[config.mk]
export PLATFORM = sky130hd
export DESIGN_NAME = rgbd_ctrl
export DESIGN_NICKNAME = d
export VERILOG_FILES = /design/src/design/rgbd_pkg.sv /design/src/design/rgbd_ctrl.sv
export VERILOG_INCLUDE_DIRS = /design/src /design/src/design
export SDC_FILE = /design/constraint.sdc
export NUM_CORES = 1
export LEC_CHECK = 0
export ABC_AREA = 1
export BUFFER_PORTS_ARGS = -buffer_cell sky130_fd_sc_hd__buf_2
export CAP_MARGIN = 0
export CORE_MARGIN = 8
export CORE_UTILIZATION = 50
export CTS_BUF_LIST = sky130_fd_sc_hd__clkbuf_16
export DETAILED_ROUTE_END_ITERATION = 6
export GPL_TIMING_DRIVEN = 0
export PLACE_DENSITY = 0.84
export SLEW_MARGIN = 5
export SYNTH_ARGS = -nofsm -noshare
export SYNTH_HDL_FRONTEND = slang
export SYNTH_SLANG_ARGS = --single-unit
[constraint.sdc]
create_clock -name aclk -period 4.4 [get_ports aclk]
set_clock_uncertainty 0.15 [all_clocks]
set_input_delay 0.88 -clock aclk [delete_from_list [all_inputs] [get_ports aclk]]
set_output_delay 0.88 -clock aclk [all_outputs]
set_load 0.05 [all_outputs]
[src/design/assert_macros.svh]
// assertion helpers shared by the rtl files
// every check is clocked on aclk and held off while aresetn is low
`ifndef ASSERT_MACROS_SVH
`define ASSERT_MACROS_SVH

// property must hold at every edge out of reset
`define ASSERT_CLK(lbl, prop, msg) \
    lbl: assert property (@(posedge aclk) disable iff (!aresetn) prop) else $error(msg);

// expression must never be true out of reset
`define ASSERT_NEVER(lbl, expr, msg) \
    lbl: assert property (@(posedge aclk) disable iff (!aresetn) !(expr)) else $error(msg);

`endif

[src/design/rgbd_pkg.sv]
// shared types, codes and tables of the 4-bit rgb dither block
// no dependencies
package rgbd_pkg;

    localparam int MAX_WIDTH_DEF  = 512;
    localparam int ERROR_BITS_DEF = 12;

    localparam logic [1:0] OP_PIXEL     = 2'd0;
    localparam logic [1:0] OP_BEGIN_ROW = 2'd1;
    localparam logic [1:0] OP_END_ROW   = 2'd2;
    localparam logic [1:0] OP_SPRITE    = 2'd3;

    localparam logic [1:0] MODE_NONE  = 2'd0;
    localparam logic [1:0] MODE_BAYER = 2'd1;
    localparam logic [1:0] MODE_FS    = 2'd2;

    localparam logic REG_DITHER_MODE = 1'b0;
    localparam logic REG_LINE_WIDTH  = 1'b1;

    localparam logic [9:0] LINE_WIDTH_RST = 10'd512;

    localparam logic [1:0] TGT_CUR_RIGHT  = 2'd0;
    localparam logic [1:0] TGT_NXT_LEFT   = 2'd1;
    localparam logic [1:0] TGT_NXT_CENTER = 2'd2;
    localparam logic [1:0] TGT_NXT_RIGHT  = 2'd3;

    localparam logic [3:0] BAYER_TABLE [4][4] = '{
        '{4'd0,  4'd8,  4'd2,  4'd10},
        '{4'd12, 4'd4,  4'd14, 4'd6 },
        '{4'd3,  4'd11, 4'd1,  4'd9 },
        '{4'd15, 4'd7,  4'd13, 4'd5 }
    };

    typedef struct packed {
        logic [1:0]  opcode;
        logic [8:0]  column;
        logic [11:0] row_index;
        logic [7:0]  red_in;
        logic [7:0]  green_in;
        logic [7:0]  blue_in;
    } in_t;

    typedef struct packed {
        logic [3:0] red_out;
        logic [3:0] green_out;
        logic [3:0] blue_out;
    } out_t;

    // controller to datapath
    typedef struct packed {
        logic       load_item;
        logic       plain_out;
        logic       latch_phase;
        logic       zero_phase;
        logic       toggle_sel;
        logic       clr_en;
        logic       clr_half;
        logic       rd_cur;
        logic       quant;
        logic       rd_tgt;
        logic       wr_tgt;
        logic [1:0] tgt;
        logic       fs_out;
    } cmd_t;

    // truncate, or bayer ordered rounding with clamp
    function automatic logic [3:0] plain_quant(input logic [7:0] v, input logic bayer,
                                               input logic [1:0] phase,
                                               input logic [1:0] col);
        logic [4:0] q;
        q = {1'b0, v[7:4]};
        if (bayer && (v[3:0] > BAYER_TABLE[phase][col])) begin
            q = q + 5'd1;
        end
        return (q > 5'd15) ? 4'd15 : q[3:0];
    endfunction

endpackage

[src/design/rgbd_ctrl.sv]
// sequencer of the dither block: handshakes, store clearing, error spreading steps
// depends on rgbd_pkg and assert_macros.svh
`include "assert_macros.svh"
module rgbd_ctrl #(
    parameter int MAX_WIDTH = rgbd_pkg::MAX_WIDTH_DEF
) (
    input  logic                            aclk,
    input  logic                            aresetn,
    input  logic                            s_valid,
    output logic                            s_ready,
    input  logic [1:0]                      opcode,
    input  logic                            m_ready,
    output logic                            m_valid,
    input  logic [1:0]                      dither_mode,
    output rgbd_pkg::cmd_t                  cmd,
    output logic [$clog2(2*MAX_WIDTH)-1:0]  clr_idx
);
    import rgbd_pkg::*;

    localparam int AW = $clog2(2*MAX_WIDTH);

    typedef enum logic [2:0] {
        ST_CLEAR, ST_IDLE, ST_RD_CUR, ST_QUANT, ST_RD_TGT, ST_WR_TGT, ST_DONE
    } state_t;

    state_t        state_reg, state_next;
    logic [AW-1:0] cnt_reg, cnt_next;
    logic          half_reg, half_next;
    logic [1:0]    tgt_reg, tgt_next;
    logic          m_valid_reg, m_valid_next;
    logic          acc, is_fs, slot_free;
    logic [AW-1:0] last;

    assign is_fs     = (dither_mode == MODE_FS);
    assign slot_free = !m_valid_reg || m_ready;
    assign s_ready   = (state_reg == ST_IDLE) && ((opcode != OP_PIXEL) || is_fs || slot_free);
    assign acc       = s_valid && s_ready;
    assign last      = half_reg ? AW'(MAX_WIDTH - 1) : AW'(2*MAX_WIDTH - 1);
    assign m_valid   = m_valid_reg;
    assign clr_idx   = cnt_reg;

    always_comb begin
        cmd        = '0;
        state_next = state_reg;
        cnt_next   = cnt_reg;
        half_next  = half_reg;
        tgt_next   = tgt_reg;
        cmd.tgt    = tgt_reg;
        cmd.clr_half = half_reg;
        unique case (state_reg)
            ST_CLEAR: begin
                cmd.clr_en = 1'b1;
                cnt_next   = cnt_reg + AW'(1);
                if (cnt_reg == last) begin
                    state_next = ST_IDLE;
                end
            end
            ST_IDLE: begin
                if (acc) begin
                    unique case (opcode)
                        OP_PIXEL: begin
                            cmd.load_item = 1'b1;
                            if (is_fs) begin
                                state_next = ST_RD_CUR;
                            end else begin
                                cmd.plain_out = 1'b1;
                            end
                        end
                        OP_BEGIN_ROW: cmd.latch_phase = 1'b1;
                        OP_END_ROW: begin
                            if (is_fs) begin
                                cmd.toggle_sel = 1'b1;
                                half_next      = 1'b1;
                                cnt_next       = '0;
                                state_next     = ST_CLEAR;
                            end
                        end
                        OP_SPRITE: begin
                            cmd.zero_phase = 1'b1;
                            half_next      = 1'b0;
                            cnt_next       = '0;
                            state_next     = ST_CLEAR;
                        end
                        default: ;
                    endcase
                end
            end
            ST_RD_CUR: begin
                cmd.rd_cur = 1'b1;
                state_next = ST_QUANT;
            end
            ST_QUANT: begin
                cmd.quant  = 1'b1;
                tgt_next   = TGT_CUR_RIGHT;
                state_next = ST_RD_TGT;
            end
            ST_RD_TGT: begin
                cmd.rd_tgt = 1'b1;
                state_next = ST_WR_TGT;
            end
            ST_WR_TGT: begin
                cmd.wr_tgt = 1'b1;
                tgt_next   = tgt_reg + 2'd1;
                state_next = (tgt_reg == TGT_NXT_RIGHT) ? ST_DONE : ST_RD_TGT;
            end
            ST_DONE: begin
                if (slot_free) begin
                    cmd.fs_out = 1'b1;
                    state_next = ST_IDLE;
                end
            end
            default: state_next = ST_IDLE;
        endcase
        m_valid_next = (cmd.plain_out || cmd.fs_out) ? 1'b1
                     : (m_ready ? 1'b0 : m_valid_reg);
    end

    always_ff @(posedge aclk) begin
        if (!aresetn) begin
            state_reg   <= ST_CLEAR;
            cnt_reg     <= '0;
            half_reg    <= 1'b0;
            tgt_reg     <= TGT_CUR_RIGHT;
            m_valid_reg <= 1'b0;
        end else begin
            state_reg   <= state_next;
            cnt_reg     <= cnt_next;
            half_reg    <= half_next;
            tgt_reg     <= tgt_next;
            m_valid_reg <= m_valid_next;
        end
    end

    `ASSERT_CLK(a_ready_idle, s_ready |-> (state_reg == ST_IDLE), "ready outside idle")
    `ASSERT_NEVER(a_no_overwrite, (cmd.plain_out || cmd.fs_out) && m_valid_reg && !m_ready, "result overwritten")
    `ASSERT_CLK(a_wr_after_rd, (state_reg == ST_WR_TGT) |-> $past(state_reg == ST_RD_TGT), "write without read")

endmodule

==> results.cfg <==
[synth]
synth_ff_type = dfxtp_1
yosys_warnings = 0
synth_cells = 192
synth_area_mm2 = 0.00119
async_reset_ff_frac = 0
ys_seq_area_frac = 0.287
syn_nets = 202
synth-edff-count = 0
synth_common_cells = nand2_1, inv_1, nor2_1, nand3_1
ys_ff_latch = 17
syn_area_per_cell_um2 = 6.18
synth.top_cells.by_area = dfxtp_1, nand2_1, nand3_1, inv_1, nor2_1
yosysMostFrequentCell = nand2_1
yosysTopAreaCellShare = 0.287
synth_top_cell_by_area = dfxtp_1
ys_types = 26

[clock_network]
cts_sinks = 17
cts_tree = yes
cts_resized = 0
clock_latency_ns = 0.25
clk_path_buf_depth = 2
postCtsSetupBuffers = 0
cts_root_buf = clkbuf_16
numCtsBuffers = 3
clk_pin_slew_ns = 0.05
cts_max_level = 1
cts_hold_buf = 0

[sta]
finalCritPeriodShare = 0.695
setup_violations = 0
period_minus_slack_ns = 3.06
drv_slew = 0
relSlewSlack = 0.703
report.final.hold_viol_count = 0
tightest_slew_ns = 0.445
tns_ns = 0
max_freq_mhz = 327
rsz0062_at_grt = false

[global_routing]
grt_max_degree = 11
track_usage = 0.141
overflow = 0
antenna_found_initial = 0
grt_pass1_wl_mm = 4.91
grt_pass1_vias = 1133

[routing]
drt_iter0_markers = 68
ant_nets = 0
via_per_inst = 5.02
wire_per_inst_um = 11.3
wl_met3_um = 184
vias = 1290
met1_length_mm = 1.30
dr_wl_met2_mm = 1.39
drc_errors = 0
route.top_layer_used = met4
finalWirelength_mm = 2.92
drtPass1Iterations = 4

[final_layout]
syn2layout_area_growth_pct = 23.5
n_antenna_cell = 0
utilization = 0.656
drive_gt1_frac = 0.223
stdcell_count = 257
final_area_mm2 = 0.00147
nets = 240
largest_register_ffs = 10

[placed_design]
dp_hpwl_mm = 2.20
dpl-instance-area_mm2 = 0.00139
dp.cells = 253
gp_congestion = 0.812
io_buffers = 33

[worst_setup_path]
r2r_start = clr_idx[0]
crit_path_end_kind = primary output
path_class = input pin to primary output
cp_max_fo = 5
worst-path-buf-inv = 4
slowest_stage = nor2_1
crit_path_frequent_cell = nand3_1
crit_chain = buf_2, nor2_1, nand3_1, nand3_1, inv_1, nand3_1, inv_1, buf_2
critPathLaunchType = input pin
worstPathArrival_ns = 2.03
worstPathRequired_ns = 3.37
rrSetupSlack_ns = 2.52
reg2regPathDepth = 10
rr_endpoint = state_reg[0]
cp_top_family = simple AND/OR/NAND/NOR gates
slowest_delay_ns = 0.28

[hold_path]
holdPathEnd = tgt_reg[0]
hold_path_startpoint = tgt_reg[0]
whs_path_depth = 1
hp-class = register to register

[floorplanning]
rows = 17
die_w_um = 64.7
dieArea_mm2 = 0.00419
initial_utilization = 0.531
core_area_mm2 = 0.00223
die_y_um = 64.7
io_pins = 34

[power]
power.density_mw_per_mm2 = 574
power_uw = 841
p_leak_nw = 0.726
vdd_drop_max_mv = 0.417

[job]
maxCapViolCount = 0

[outcome]
outcome = complete, no violations
layout by cell type, fill, tap and decap left out, types with 2 or more instances in the layout:
master,n
nand3_1,24
nor2_2,2
buf_4,2
inv_1,27
clkbuf_16,3
a21oi_1,17
buf_2,33
nor3b_1,2
dfxtp_1,17
nor2_1,25
o21ai_0,2
nor3_1,5
a31oi_1,2
nand2_1,52
nand2_4,2
ha_1,2
per-layer routing:
| layer | GRT usage | vias up |
|---|---|---|
| met3 | 0.0326 | 5 |
| met1 | 0.175 | 560 |
| li1 | - | 690 |
| met5 | 0 | - |
| met2 | 0.226 | 35 |
| met4 | 0.0654 | 0 |
worst max path at each step:
stage	to	from	cells after the start	slack, ns
after floorplan	cmd[11]	dither_mode[0]	5	1.08
after global placement	cmd[9]	m_ready	8	1.35
after detailed placement	cmd[9]	m_ready	8	1.35
after CTS	cmd[9]	m_ready	8	1.35
after global routing	cmd[9]	m_ready	8	1.21
final	cmd[9]	m_ready	8	1.34
worst register-to-register path: stages (launching register included):
cell and delay, ns:
dfxtp_1 0.45, ha_1 0.29, nand2_1 0.09, nor2_1 0.19, nand2_1 0.11, nor2_1 0.09, nor2_1 0.06, nor2_2 0.15
nand3_1 0.10, nand2_1 0.07, nor2_1 0.03
kinds of logic after synthesis:
logic type	after synthesis	synth area share
compound gates	22	0.0949
buf+inv	33	0.129
fa+ha+maj	2	0.0211
flops	17	0.287
simple gates	118	0.468
final cells by class:
class                      instances  area (um^2)
buffer                             5         45.0
timing repair buffer              33          165
sequential                        17          340
clock buffer                       3         75.1
fill                             218          768
multi-input combinational        142          693
tap                               28         35.0
inverter                          28          108
clock inverter                     1         3.75
through the flow:
stage / setup WS (ns) / hold slack [ns]
after CTS: 1.35 / 0.334
final: 1.34 / 0.332
after detailed placement: 1.35 / 0.326
after global routing: 1.21 / 0.356
after global placement: 1.35 / 0.326
after floorplan: 1.08 / 0.327
power breakdown:
group          internal (mW)  leakage [nW]  switching, mW
Sequential             0.175         0.138         0.0237
Clock                  0.121        0.0423         0.0589
Combinational          0.127         0.546          0.336
(Power assumes the default switching activity.)
